### src/sv/frd_pkg.sv
// shared types and constants of the record deframer
package frd_pkg;

   localparam logic OP_BYTE    = 1'b0;
   localparam logic OP_RELEASE = 1'b1;

   localparam logic [1:0] KIND_CONTENT = 2'd0;
   localparam logic [1:0] KIND_REC_END = 2'd1;
   localparam logic [1:0] KIND_RELEASE = 2'd2;

   localparam logic [2:0] ST_OK           = 3'd0;
   localparam logic [2:0] ST_NOT_FOUND    = 3'd1;
   localparam logic [2:0] ST_DUPLICATE    = 3'd2;
   localparam logic [2:0] ST_BAD_ROLE     = 3'd3;
   localparam logic [2:0] ST_SHORT_BODY   = 3'd4;
   localparam logic [2:0] ST_TABLE_FULL   = 3'd5;
   localparam logic [2:0] ST_RELEASE_MISS = 3'd6;

   localparam logic [2:0] SPH_NEW         = 3'd0;
   localparam logic [2:0] SPH_PARAMS      = 3'd1;
   localparam logic [2:0] SPH_PARAMS_DONE = 3'd2;
   localparam logic [2:0] SPH_STDIN       = 3'd3;
   localparam logic [2:0] SPH_STDIN_DONE  = 3'd4;

   localparam logic [7:0]  T_BEGIN        = 8'd1;
   localparam logic [7:0]  T_PARAMS       = 8'd4;
   localparam logic [7:0]  T_STDIN        = 8'd5;
   localparam logic [15:0] ROLE_RESPONDER = 16'd1;
   localparam logic [15:0] BEGIN_BODY_MIN = 16'd8;

   localparam int QUEUE_DEPTH = 4;
   localparam int QUEUE_AW    = 2;

   typedef enum logic [1:0] {
      PARSE_HEADER,
      PARSE_CONTENT,
      PARSE_PADDING
   } parse_phase_type;

   typedef struct packed {
      logic [1:0]  result_kind;
      logic [7:0]  rec_type;
      logic [15:0] record_id;
      logic [7:0]  data_byte;
      logic [2:0]  status;
      logic [2:0]  slot;
      logic [2:0]  phase;
      logic        last;
   } rsp_item_type;

endpackage

### src/sv/frd_if.sv
// request and response channel interfaces of the record deframer
interface frd_req_if;
   logic        valid;
   logic        ready;
   logic        operation;
   logic [7:0]  in_byte;
   logic [15:0] release_id;

   modport source (output valid, operation, in_byte, release_id, input ready);
   modport sink (input valid, operation, in_byte, release_id, output ready);
endinterface

interface frd_rsp_if;
   logic        valid;
   logic        ready;
   logic [1:0]  result_kind;
   logic [7:0]  rec_type;
   logic [15:0] record_id;
   logic [7:0]  data_byte;
   logic [2:0]  status;
   logic [2:0]  slot;
   logic [2:0]  phase;
   logic        last;

   modport source (output valid, result_kind, rec_type, record_id, data_byte, status, slot,
                   phase, last, input ready);
   modport sink (input valid, result_kind, rec_type, record_id, data_byte, status, slot,
                 phase, last, output ready);
endinterface

### src/sv/frd_rsp_queue.sv
// result queue taking up to two results per cycle and giving one per transfer
module frd_rsp_queue (
   input  logic                 clock,
   input  logic                 reset,
   input  logic                 push0,
   input  logic                 push1,
   input  frd_pkg::rsp_item_type item0,
   input  frd_pkg::rsp_item_type item1,
   output logic                 room,
   output logic                 out_valid,
   output frd_pkg::rsp_item_type out_item,
   input  logic                 out_ready
);

   frd_pkg::rsp_item_type mem_ff [frd_pkg::QUEUE_DEPTH];
   logic [frd_pkg::QUEUE_AW-1:0] wr_ptr_ff, wr_ptr_in;
   logic [frd_pkg::QUEUE_AW-1:0] rd_ptr_ff, rd_ptr_in;
   logic [frd_pkg::QUEUE_AW:0]   count_ff, count_in;
   logic [frd_pkg::QUEUE_AW:0]   push_n;
   logic                         pop;

   assign pop       = out_valid & out_ready;
   assign push_n    = {{frd_pkg::QUEUE_AW{1'b0}}, push0} + {{frd_pkg::QUEUE_AW{1'b0}}, push1};
   assign count_in  = count_ff + push_n - {{frd_pkg::QUEUE_AW{1'b0}}, pop};
   assign wr_ptr_in = wr_ptr_ff + push_n[frd_pkg::QUEUE_AW-1:0];
   assign rd_ptr_in = rd_ptr_ff + {{(frd_pkg::QUEUE_AW-1){1'b0}}, pop};

   assign room      = count_ff <= (frd_pkg::QUEUE_AW+1)'(frd_pkg::QUEUE_DEPTH - 2);
   assign out_valid = count_ff != '0;
   assign out_item  = mem_ff[rd_ptr_ff];

   always_ff @(posedge clock) begin
      if (reset) begin
         wr_ptr_ff <= '0;
         rd_ptr_ff <= '0;
         count_ff  <= '0;
      end else begin
         wr_ptr_ff <= wr_ptr_in;
         rd_ptr_ff <= rd_ptr_in;
         count_ff  <= count_in;
      end
   end

   always_ff @(posedge clock) begin
      if (push0) begin
         mem_ff[wr_ptr_ff] <= item0;
      end
      if (push1) begin
         mem_ff[wr_ptr_ff + {{(frd_pkg::QUEUE_AW-1){1'b0}}, 1'b1}] <= item1;
      end
   end

endmodule

### src/sv/fastcgi_record_deframer.sv
// FastCGI record deframer top level
// Takes one stream byte or one release request per cycle. Each transfer is parsed in the
// cycle it arrives: the header fields, the content and padding counters and the request table
// (SLOTS entries, matched by a parallel compare of all ids) are updated at once, and the 0, 1
// or 2 results it causes go into a four-entry result queue that returns one result per
// transfer and offers them in order behind any results still queued. The request
// side stays ready while two queue entries are free, so one byte per cycle is sustained as
// long as the result side keeps up; a forwarded byte that ends its record puts two
// results in the queue. Request id zero never matches a slot.
module fastcgi_record_deframer #(
   parameter int SLOTS = 8
) (
   input  logic         clock,
   input  logic         reset,
   frd_req_if.sink      req_chan,
   frd_rsp_if.source    rsp_chan
);

   localparam int SLOT_W = (SLOTS > 1) ? $clog2(SLOTS) : 1;

   localparam logic [2:0] HDR_TYPE   = 3'd1;
   localparam logic [2:0] HDR_ID_HI  = 3'd2;
   localparam logic [2:0] HDR_ID_LO  = 3'd3;
   localparam logic [2:0] HDR_LEN_HI = 3'd4;
   localparam logic [2:0] HDR_LEN_LO = 3'd5;
   localparam logic [2:0] HDR_PAD    = 3'd6;
   localparam logic [2:0] HDR_LAST   = 3'd7;

   frd_pkg::parse_phase_type parse_ff, parse_in;
   logic [2:0]  hdr_idx_ff, hdr_idx_in;
   logic [7:0]  cur_type_ff, cur_type_in;
   logic [15:0] cur_req_ff, cur_req_in;
   logic [15:0] content_size_ff, content_size_in;
   logic [7:0]  padding_size_ff, padding_size_in;
   logic [16:0] bytes_seen_ff, bytes_seen_in;
   logic [15:0] begin_role_ff, begin_role_in;

   logic [SLOTS-1:0] slot_valid_ff, slot_valid_in;
   logic [15:0]      slot_id_ff [SLOTS];
   logic [2:0]       slot_phase_ff [SLOTS];

   logic              accept, is_release, stream_step;
   logic [15:0]       key;
   logic [SLOTS-1:0]  hit;
   logic              hit_any, free_any;
   logic [SLOT_W-1:0] hit_idx, free_idx;
   logic [2:0]        hit_slot3, free_slot3, hit_phase;
   logic [16:0]       bytes_inc, pad_total;
   logic              rec_end, in_content;

   logic [2:0] e_status, e_slot, e_phase, new_phase;
   logic       e_alloc, e_update, alloc_we, update_we, fwd;

   logic                  push0, push1, room;
   frd_pkg::rsp_item_type item0, item1, out_item;

   assign req_chan.ready = room;
   assign accept      = req_chan.valid & req_chan.ready;
   assign is_release  = req_chan.operation == frd_pkg::OP_RELEASE;
   assign stream_step = accept & ~is_release;
   assign key         = is_release ? req_chan.release_id : cur_req_ff;

   // table lookup and free slot search
   always_comb begin
      hit      = '0;
      hit_idx  = '0;
      free_idx = '0;
      for (int i = 0; i < SLOTS; i++) begin
         hit[i] = slot_valid_ff[i] && (slot_id_ff[i] == key) && (key != 16'd0);
      end
      for (int i = SLOTS - 1; i >= 0; i--) begin
         if (hit[i]) begin
            hit_idx = SLOT_W'(i);
         end
         if (!slot_valid_ff[i]) begin
            free_idx = SLOT_W'(i);
         end
      end
   end

   assign hit_any    = |hit;
   assign free_any   = ~&slot_valid_ff;
   assign hit_slot3  = 3'(hit_idx);
   assign free_slot3 = 3'(free_idx);
   assign hit_phase  = slot_phase_ff[hit_idx];

   assign bytes_inc = bytes_seen_ff + 17'd1;
   assign pad_total = {1'b0, content_size_ff} + {9'd0, padding_size_ff};

   // parse next state
   always_comb begin
      parse_in        = parse_ff;
      hdr_idx_in      = hdr_idx_ff;
      cur_type_in     = cur_type_ff;
      cur_req_in      = cur_req_ff;
      content_size_in = content_size_ff;
      padding_size_in = padding_size_ff;
      bytes_seen_in   = bytes_seen_ff;
      begin_role_in   = begin_role_ff;
      rec_end         = 1'b0;
      in_content      = 1'b0;
      case (parse_ff)
         frd_pkg::PARSE_CONTENT: begin
            in_content = 1'b1;
            if (cur_type_ff == frd_pkg::T_BEGIN) begin
               if (bytes_seen_ff == 17'd0) begin
                  begin_role_in[15:8] = req_chan.in_byte;
               end else if (bytes_seen_ff == 17'd1) begin
                  begin_role_in[7:0] = req_chan.in_byte;
               end
            end
            bytes_seen_in = bytes_inc;
            if (bytes_inc >= {1'b0, content_size_ff}) begin
               if (padding_size_ff != 8'd0) begin
                  parse_in = frd_pkg::PARSE_PADDING;
               end else begin
                  rec_end    = 1'b1;
                  parse_in   = frd_pkg::PARSE_HEADER;
                  hdr_idx_in = 3'd0;
               end
            end
         end
         frd_pkg::PARSE_PADDING: begin
            bytes_seen_in = bytes_inc;
            if (bytes_inc >= pad_total) begin
               rec_end    = 1'b1;
               parse_in   = frd_pkg::PARSE_HEADER;
               hdr_idx_in = 3'd0;
            end
         end
         default: begin
            case (hdr_idx_ff)
               HDR_TYPE:   cur_type_in = req_chan.in_byte;
               HDR_ID_HI:  cur_req_in[15:8] = req_chan.in_byte;
               HDR_ID_LO:  cur_req_in[7:0] = req_chan.in_byte;
               HDR_LEN_HI: content_size_in[15:8] = req_chan.in_byte;
               HDR_LEN_LO: content_size_in[7:0] = req_chan.in_byte;
               HDR_PAD:    padding_size_in = req_chan.in_byte;
               default:    ;
            endcase
            if (hdr_idx_ff == HDR_LAST) begin
               hdr_idx_in    = 3'd0;
               bytes_seen_in = '0;
               begin_role_in = '0;
               if (content_size_ff != 16'd0) begin
                  parse_in = frd_pkg::PARSE_CONTENT;
               end else if (padding_size_ff != 8'd0) begin
                  parse_in = frd_pkg::PARSE_PADDING;
               end else begin
                  rec_end  = 1'b1;
                  parse_in = frd_pkg::PARSE_HEADER;
               end
            end else begin
               hdr_idx_in = hdr_idx_ff + 3'd1;
               parse_in   = frd_pkg::PARSE_HEADER;
            end
         end
      endcase
   end

   // record end checks
   always_comb begin
      e_status  = frd_pkg::ST_OK;
      e_slot    = 3'd0;
      e_phase   = frd_pkg::SPH_NEW;
      e_alloc   = 1'b0;
      e_update  = 1'b0;
      new_phase = hit_phase;
      if (cur_type_ff == frd_pkg::T_BEGIN) begin
         if (hit_any) begin
            e_status = frd_pkg::ST_DUPLICATE;
         end else if (cur_req_ff == 16'd0) begin
            e_status = frd_pkg::ST_NOT_FOUND;
         end else if (content_size_ff < frd_pkg::BEGIN_BODY_MIN) begin
            e_status = frd_pkg::ST_SHORT_BODY;
         end else if (begin_role_ff != frd_pkg::ROLE_RESPONDER) begin
            e_status = frd_pkg::ST_BAD_ROLE;
         end else if (free_any) begin
            e_alloc = 1'b1;
            e_slot  = free_slot3;
         end else begin
            e_status = frd_pkg::ST_TABLE_FULL;
         end
      end else if (!hit_any) begin
         e_status = frd_pkg::ST_NOT_FOUND;
      end else begin
         e_slot = hit_slot3;
         if (cur_type_ff == frd_pkg::T_PARAMS) begin
            e_update  = 1'b1;
            new_phase = (content_size_ff == 16'd0) ? frd_pkg::SPH_PARAMS_DONE
                                                   : frd_pkg::SPH_PARAMS;
         end else if (cur_type_ff == frd_pkg::T_STDIN) begin
            e_update  = 1'b1;
            new_phase = (content_size_ff == 16'd0) ? frd_pkg::SPH_STDIN_DONE
                                                   : frd_pkg::SPH_STDIN;
         end
         e_phase = new_phase;
      end
   end

   // results and table writes
   always_comb begin
      item0         = '0;
      item1         = '0;
      push0         = 1'b0;
      push1         = 1'b0;
      slot_valid_in = slot_valid_ff;
      alloc_we      = 1'b0;
      update_we     = 1'b0;
      fwd = in_content && hit_any &&
            ((cur_type_ff == frd_pkg::T_PARAMS) || (cur_type_ff == frd_pkg::T_STDIN));
      if (accept && is_release) begin
         push0             = 1'b1;
         item0.result_kind = frd_pkg::KIND_RELEASE;
         item0.record_id   = req_chan.release_id;
         item0.last        = 1'b1;
         if (hit_any) begin
            item0.status           = frd_pkg::ST_OK;
            item0.slot             = hit_slot3;
            item0.phase            = hit_phase;
            slot_valid_in[hit_idx] = 1'b0;
         end else begin
            item0.status = frd_pkg::ST_RELEASE_MISS;
         end
      end else if (stream_step) begin
         if (fwd) begin
            push0             = 1'b1;
            item0.result_kind = frd_pkg::KIND_CONTENT;
            item0.rec_type    = cur_type_ff;
            item0.record_id   = cur_req_ff;
            item0.data_byte   = req_chan.in_byte;
            item0.status      = frd_pkg::ST_OK;
            item0.slot        = hit_slot3;
            item0.phase       = (cur_type_ff == frd_pkg::T_PARAMS) ? frd_pkg::SPH_PARAMS
                                                                   : frd_pkg::SPH_STDIN;
            item0.last        = ~rec_end;
         end
         if (rec_end) begin
            alloc_we          = e_alloc;
            update_we         = e_update;
            item1.result_kind = frd_pkg::KIND_REC_END;
            item1.rec_type    = cur_type_ff;
            item1.record_id   = cur_req_ff;
            item1.status      = e_status;
            item1.slot        = e_slot;
            item1.phase       = e_phase;
            item1.last        = 1'b1;
            if (e_alloc) begin
               slot_valid_in[free_idx] = 1'b1;
            end
            if (fwd) begin
               push1 = 1'b1;
            end else begin
               push0 = 1'b1;
               item0 = item1;
            end
         end
      end
   end

   always_ff @(posedge clock) begin
      if (reset) begin
         parse_ff      <= frd_pkg::PARSE_HEADER;
         hdr_idx_ff    <= 3'd0;
         slot_valid_ff <= '0;
      end else begin
         slot_valid_ff <= slot_valid_in;
         if (stream_step) begin
            parse_ff   <= parse_in;
            hdr_idx_ff <= hdr_idx_in;
         end
      end
   end

   always_ff @(posedge clock) begin
      if (stream_step) begin
         cur_type_ff     <= cur_type_in;
         cur_req_ff      <= cur_req_in;
         content_size_ff <= content_size_in;
         padding_size_ff <= padding_size_in;
         bytes_seen_ff   <= bytes_seen_in;
         begin_role_ff   <= begin_role_in;
      end
      if (alloc_we) begin
         slot_id_ff[free_idx]    <= cur_req_ff;
         slot_phase_ff[free_idx] <= frd_pkg::SPH_NEW;
      end
      if (update_we) begin
         slot_phase_ff[hit_idx] <= new_phase;
      end
   end

   frd_rsp_queue u_queue (
      .clock     (clock),
      .reset     (reset),
      .push0     (push0),
      .push1     (push1),
      .item0     (item0),
      .item1     (item1),
      .room      (room),
      .out_valid (rsp_chan.valid),
      .out_item  (out_item),
      .out_ready (rsp_chan.ready)
   );

   assign rsp_chan.result_kind = out_item.result_kind;
   assign rsp_chan.rec_type    = out_item.rec_type;
   assign rsp_chan.record_id   = out_item.record_id;
   assign rsp_chan.data_byte   = out_item.data_byte;
   assign rsp_chan.status      = out_item.status;
   assign rsp_chan.slot        = out_item.slot;
   assign rsp_chan.phase       = out_item.phase;
   assign rsp_chan.last        = out_item.last;

endmodule

### src/flat_wrapper.sv
// flat-port wrapper written by rule: the top's interface ports become plain ports
module fastcgi_record_deframer_flat 
#(
   parameter int SLOTS = 8
)
  (clock, reset, req_chan_valid, req_chan_operation, req_chan_in_byte, req_chan_release_id, req_chan_ready, rsp_chan_valid, rsp_chan_result_kind, rsp_chan_rec_type, rsp_chan_record_id, rsp_chan_data_byte, rsp_chan_status, rsp_chan_slot, rsp_chan_phase, rsp_chan_last, rsp_chan_ready);
  frd_req_if req_chan_i ();
  frd_rsp_if rsp_chan_i ();
  input  logic clock;
  input  logic reset;
  input wire logic [$bits(req_chan_i.valid)-1:0] req_chan_valid;
  input wire logic [$bits(req_chan_i.operation)-1:0] req_chan_operation;
  input wire logic [$bits(req_chan_i.in_byte)-1:0] req_chan_in_byte;
  input wire logic [$bits(req_chan_i.release_id)-1:0] req_chan_release_id;
  output wire logic [$bits(req_chan_i.ready)-1:0] req_chan_ready;
  output wire logic [$bits(rsp_chan_i.valid)-1:0] rsp_chan_valid;
  output wire logic [$bits(rsp_chan_i.result_kind)-1:0] rsp_chan_result_kind;
  output wire logic [$bits(rsp_chan_i.rec_type)-1:0] rsp_chan_rec_type;
  output wire logic [$bits(rsp_chan_i.record_id)-1:0] rsp_chan_record_id;
  output wire logic [$bits(rsp_chan_i.data_byte)-1:0] rsp_chan_data_byte;
  output wire logic [$bits(rsp_chan_i.status)-1:0] rsp_chan_status;
  output wire logic [$bits(rsp_chan_i.slot)-1:0] rsp_chan_slot;
  output wire logic [$bits(rsp_chan_i.phase)-1:0] rsp_chan_phase;
  output wire logic [$bits(rsp_chan_i.last)-1:0] rsp_chan_last;
  input wire logic [$bits(rsp_chan_i.ready)-1:0] rsp_chan_ready;
  assign req_chan_i.valid = req_chan_valid;
  assign req_chan_i.operation = req_chan_operation;
  assign req_chan_i.in_byte = req_chan_in_byte;
  assign req_chan_i.release_id = req_chan_release_id;
  assign req_chan_ready = req_chan_i.ready;
  assign rsp_chan_valid = rsp_chan_i.valid;
  assign rsp_chan_result_kind = rsp_chan_i.result_kind;
  assign rsp_chan_rec_type = rsp_chan_i.rec_type;
  assign rsp_chan_record_id = rsp_chan_i.record_id;
  assign rsp_chan_data_byte = rsp_chan_i.data_byte;
  assign rsp_chan_status = rsp_chan_i.status;
  assign rsp_chan_slot = rsp_chan_i.slot;
  assign rsp_chan_phase = rsp_chan_i.phase;
  assign rsp_chan_last = rsp_chan_i.last;
  assign rsp_chan_i.ready = rsp_chan_ready;
  fastcgi_record_deframer #(.SLOTS(SLOTS)) u_core (.clock(clock), .reset(reset), .req_chan(req_chan_i), .rsp_chan(rsp_chan_i));
endmodule
### config.mk
export PLATFORM = sky130hd
export DESIGN_NAME = fastcgi_record_deframer_flat
export DESIGN_NICKNAME = d
export VERILOG_FILES = /design/src/sv/frd_pkg.sv /design/src/sv/frd_if.sv /design/src/sv/frd_rsp_queue.sv /design/src/sv/fastcgi_record_deframer.sv /design/src/flat_wrapper.sv
export SDC_FILE = /design/constraint.sdc
export NUM_CORES = 1
export LEC_CHECK = 0
export BUFFER_PORTS_ARGS = -buffer_cell sky130_fd_sc_hd__clkbuf_2
export CAP_MARGIN = 20
export CORE_ASPECT_RATIO = 0.75
export CORE_MARGIN = 4
export CORE_UTILIZATION = 57
export DETAILED_ROUTE_END_ITERATION = 8
export PLACE_DENSITY_LB_ADDON = 0.2
export SLEW_MARGIN = 5
export SYNTH_ARGS = -nofsm -noshare
export SYNTH_HDL_FRONTEND = slang
export SYNTH_HIERARCHICAL = 1
export SYNTH_SLANG_ARGS = --single-unit
### constraint.sdc
create_clock -name clock -period 7.75 [get_ports clock]
set_clock_uncertainty 0.05 [all_clocks]
set_input_delay 0.3875 -clock clock [delete_from_list [all_inputs] [get_ports clock]]
set_output_delay 0.3875 -clock clock [all_outputs]
set_load 0.02 [all_outputs]
==> results list <==
- Ys Warns: 6
- The cell area that synthesis handed to floorplanning was 21900 sq um.
- Minimum period implied by the final worst setup slack: 6.69 ns
- Category of the worst setup path launch point: flip-flop
* Area share of fa/ha/maj cells after synthesis: 3.67%
- The critical path is of the flip-flop to flip-flop type.
* First-pass GRT wire length: 81600 um
* Final setup violation count: 0
- Maximum clock path buffer count: 3
* Combinational family with the most area after synthesis: multiplexers
* Initial Util: 58.4%
* Wirelength per Cell: 24.3 um
- Synthesized area per cell: 14.2 sq um
- Compared with the post-synthesis result, the final layout area differs by 11.1%.
* Static leakage: 8.67 nW
- Max Fanout on Critical Path: 6
- Per report_power, the combinational group accounts for 12.7% of the total.
- Clk network pwr share: 37.3%
- Endpoint type of the worst setup path: flip-flop
- RSZ-0062 raised after global routing: false
- Counting the buffers created by CTS gives 43.
- Site Rows: 61
* Int Power: 4.01 mW
* Depth of the CTS H-tree: 2
* Worst Max-Slew Pin Slew: 1.05 ns
- Synthesis produced 1539 cells.
* DRC violation count after routing: 0
- In this run, the number of DRC markers left after iteration 0 of detailed routing was 1350.
- DR vias: 13.6k
* Cell area power density: 218 nW/um^2
- CP most frequent cell: sky130_fd_sc_hd__ha_1
- The die covers 41700 sq um.
- Fraction of final layout cells sized beyond drive strength 1: 25.4%
- The synthesized netlist devotes 4.76% of its cell area to compound gates.
* VDD IR max: 358 uV
- Detailed placer's ending HPWL: 35500 um
- Crit path setup slack, layout: 1.06 ns
* Master of the slowest instance on the critical path: sky130_fd_sc_hd__nor3_1
* Cell Count Post-Placement: 2132
- Input and output buffers added on the ports amount to 74.
* Number of synthesized flops with an enable pin: 409
- Clock transition at path regs: 0.06 ns
* Initial antenna violation count: 1
- At the worst endpoint, the arrival time is 7.12 ns.
* Worst-case setup slack after placement: 1.08 ns
- TNS Setup: 0 ns
- Entering global routing, the biggest net connects 46 pins.
- Gates resized, CTS repair: 0
- The run finished with clean final reports.
- On the final layout, the worst hold slack is 0.214 ns.
- For the worst flop-to-flop path, the logic depth is 31.
- Portion of the clock cycle consumed by the worst path in the final layout: 86.4%
- Measured along the y axis, the die boundary spans 178 um.
- Total routing usage reported by global routing: 26.0%
- Root buffer selected by CTS: sky130_fd_sc_hd__clkbuf_16
* Net switching power figure: 1.31 mW
- Number of clock sinks: 429
* CTS tree: yes
* XOR/XNOR share of the synthesized area: 6.60%
- For this run, the slowest stage of the critical path takes 0.53 ns.
- Number of nets in the final layout: 1768
- Endpoints failing hold: 0
- Aggregate routed wire length: 53800 um
- Counting instances, the worst hold path has a depth of 1.
- Sum of overflow across all layers after global routing: 0
- Count of unique library cells instantiated by Yosys: 76
* I/O pins: 75
- Critical Path RT: 8.17 ns
- In this run, post-CTS hold repair placed 0 buffers.
* Post-CTS setup buffers: 0
- Classification of the worst-slack hold path: input port to flip-flop
- The core region is 37500 sq um.
- Final count of pins violating max slew: 0
- After synthesis, flip-flops and latches occupy 57.9% of the total area.
* Length of the first detailed-routing pass in iterations: 6
- Number of antenna repair diodes: 0
- For this run, the top clock speed supported by timing is 0.149 GHz.
* Fraction of power spent switching nets: 24.6%
- Detail Route Antenna Nets: 0
- Simple-Gate Fraction of Synth Area: 9.34%
- Multiplexer fraction of the synthesized cell area: 15.1%
- Measured against its own limit, the worst slew margin works out to 28.4%.
- Across the run, the number of max-cap violations was 0.
- The most used flip-flop cell after synthesis is sky130_fd_sc_hd__edfxtp_1.
- The finished layout holds 2212 standard cells, fillers aside.
* Clock latency on the worst-skew pair: 0.55 ns
- Counting flops with an async set or reset pin after synthesis yields a share of 0%.
- Die W: 234 um
* Via count of the first global-routing pass: 13.4k
* Synth Register Bits: 429
- In this run, flip-flops and latches consume 50.0% of the power.
* Routability congestion estimate: 0.916
- In the routed layout, each cell is associated on average with a via count of 6.15.
-- layer usage --
metal,GRT usage (%),routed length [um]
met2,39.1,23900
met3,5.49,5100
met4,4.65,775
met5,0,0
met1,39.8,24000
-- path summary, 6_finish.rpt --
| kind | start | endpoint | slack [ns] |
|---|---|---|---|
| setup / recovery | u_core/content_size_ff[0] | u_core/u_queue/count_ff[2] | 1.06 |
| hold / removal | req_chan_in_byte[0] | u_core/cur_type_ff[0] | 0.21 |
| setup reg to reg | u_core/content_size_ff[0] | u_core/u_queue/count_ff[2] | 1.06 |
| hold reg to reg | u_core/parse_ff[0] | u_core/parse_ff[0] | 0.45 |
-- synthesized netlist by cell type, types with 5 or more instances --
cell type                  count  area share (%)
sky130_fd_sc_hd__buf_2        15            0.34
sky130_fd_sc_hd__clkbuf_1     17            0.29
sky130_fd_sc_hd__buf_6        11            0.57
sky130_fd_sc_hd__buf_4         8            0.27
sky130_fd_sc_hd__a21o_1       11            0.38
sky130_fd_sc_hd__dfxtp_1      20             1.8
sky130_fd_sc_hd__nor4_1       45             1.3
sky130_fd_sc_hd__xnor2_1     141             5.6
sky130_fd_sc_hd__nand3_1      36            0.82
sky130_fd_sc_hd__mux2_2      176             9.0
sky130_fd_sc_hd__and4_1        6            0.24
sky130_fd_sc_hd__nor3_1       38            0.87
sky130_fd_sc_hd__mux2i_2      12            0.75
sky130_fd_sc_hd__ha_1         61             3.5
sky130_fd_sc_hd__nor2_1       63             1.1
sky130_fd_sc_hd__o21a_1        6            0.21
sky130_fd_sc_hd__nand4_1      16            0.46
sky130_fd_sc_hd__or3_1         6            0.17
sky130_fd_sc_hd__a31oi_1       5            0.14
sky130_fd_sc_hd__and3_1        8            0.23
sky130_fd_sc_hd__mux4_2       44             4.5
sky130_fd_sc_hd__and2_1       57             1.6
sky130_fd_sc_hd__nand2_1      49            0.84
sky130_fd_sc_hd__o22ai_1      11            0.31
sky130_fd_sc_hd__nor2b_1      24            0.69
sky130_fd_sc_hd__edfxtp_1    409              56
sky130_fd_sc_hd__mux2i_1       5            0.23
sky130_fd_sc_hd__nor3_2        5            0.23
sky130_fd_sc_hd__o21ai_0      25            0.57
sky130_fd_sc_hd__inv_1        60             1.0
sky130_fd_sc_hd__xor2_1       19            0.76
sky130_fd_sc_hd__a22o_1       17            0.68
sky130_fd_sc_hd__a21oi_1      38            0.87
-- area by class of cell --
cell class | count | area [sq um]
Clock inverter | 18 | 146
Sequential cell | 429 | 12700
Multi-Input combinational cell | 1032 | 8840
Tap cell | 504 | 631
Fill cell | 2719 | 13100
Inverter | 60 | 225
Timing Repair Buffer | 110 | 636
Clock buffer | 59 | 1170
-- placed cells by master, fill, tap and decap left out, types with 13 or more instances in the layout --
master,n
sky130_fd_sc_hd__clkbuf_16,43
sky130_fd_sc_hd__nand4_1,16
sky130_fd_sc_hd__nor3_1,37
sky130_fd_sc_hd__nand3_1,36
sky130_fd_sc_hd__clkbuf_2,75
sky130_fd_sc_hd__dfxtp_1,18
sky130_fd_sc_hd__buf_4,33
sky130_fd_sc_hd__conb_1,36
sky130_fd_sc_hd__xor2_1,19
sky130_fd_sc_hd__inv_1,60
sky130_fd_sc_hd__nor2b_1,24
sky130_fd_sc_hd__mux2_2,176
sky130_fd_sc_hd__clkbuf_1,13
sky130_fd_sc_hd__nor2_1,61
sky130_fd_sc_hd__and2_1,57
sky130_fd_sc_hd__xnor2_1,141
sky130_fd_sc_hd__edfxtp_1,409
sky130_fd_sc_hd__mux4_2,44
sky130_fd_sc_hd__ha_1,61
sky130_fd_sc_hd__nor4_1,45
sky130_fd_sc_hd__o21ai_0,23
sky130_fd_sc_hd__nand2_1,49
sky130_fd_sc_hd__a22o_1,17
sky130_fd_sc_hd__a21oi_1,38
-- through the flow --
| step | total power, mW | utilization (%) | area [sq um] |
|---|---|---|---|
| after floorplan | 3.18 | - | 22000 |
| after global placement | 3.38 | 61.4 | 23000 |
| after detailed placement | 3.39 | 61.4 | 23000 |
| final | 5.32 | 64.9 | 24300 |
| after CTS | 5.36 | 64.9 | 24300 |
| after global routing | 5.52 | 64.9 | 24300 |
-- power groups by stage --
stage | clock, mW | combinational [mW] | sequential [mW]
3_5_place_dp | 0 | 0.678 | 2.71
3_3_place_gp | 0 | 0.673 | 2.71
5_1_grt | 2.13 | 0.721 | 2.67
6_report | 1.98 | 0.677 | 2.66
2_1_floorplan | 0 | 0.536 | 2.64
4_1_cts | 2.02 | 0.683 | 2.66
-- registers in the layout, summed over array words and instances, names as in the netlist --
name and count:
u_core/content_size_ff 16, u_core/cur_req_ff 16, u_core/cur_type_ff 8, u_core/slot_valid_ff 8, u_core/padding_size_ff 8, u_core/u_queue/count_ff 3
u_core/hdr_idx_ff 3, u_core/bytes_seen_ff 17, u_core/slot_phase_ff 24, u_core/slot_id_ff 128, u_core/begin_role_ff 16, u_core/parse_ff 2
u_core/u_queue/mem_ff 176, u_core/u_queue/wr_ptr_ff 2, u_core/u_queue/rd_ptr_ff 2
-- cell families (layout without fill, tap and decap cells) --
group,after synthesis,after routing
muxes,244,244
adders and majority gates,63,63
AOI/OAI and AO/OA,153,153
other,1,36
and+or+nand+nor,374,374
DFF,429,429
buffers and inverters,113,247
xor gates and xnor gates,162,162
-- worst max-delay path, delay by kind of cell (launching register included) --
family | cells | cell delay [ns]
compound gates | 7 | 1.52
fa+ha+maj | 8 | 2.34
xor+xnor | 2 | 0.45
simple gates | 11 | 1.69
buf+inv | 3 | 0.17
flops | 1 | 0.43
(Power assumes the default switching activity.)
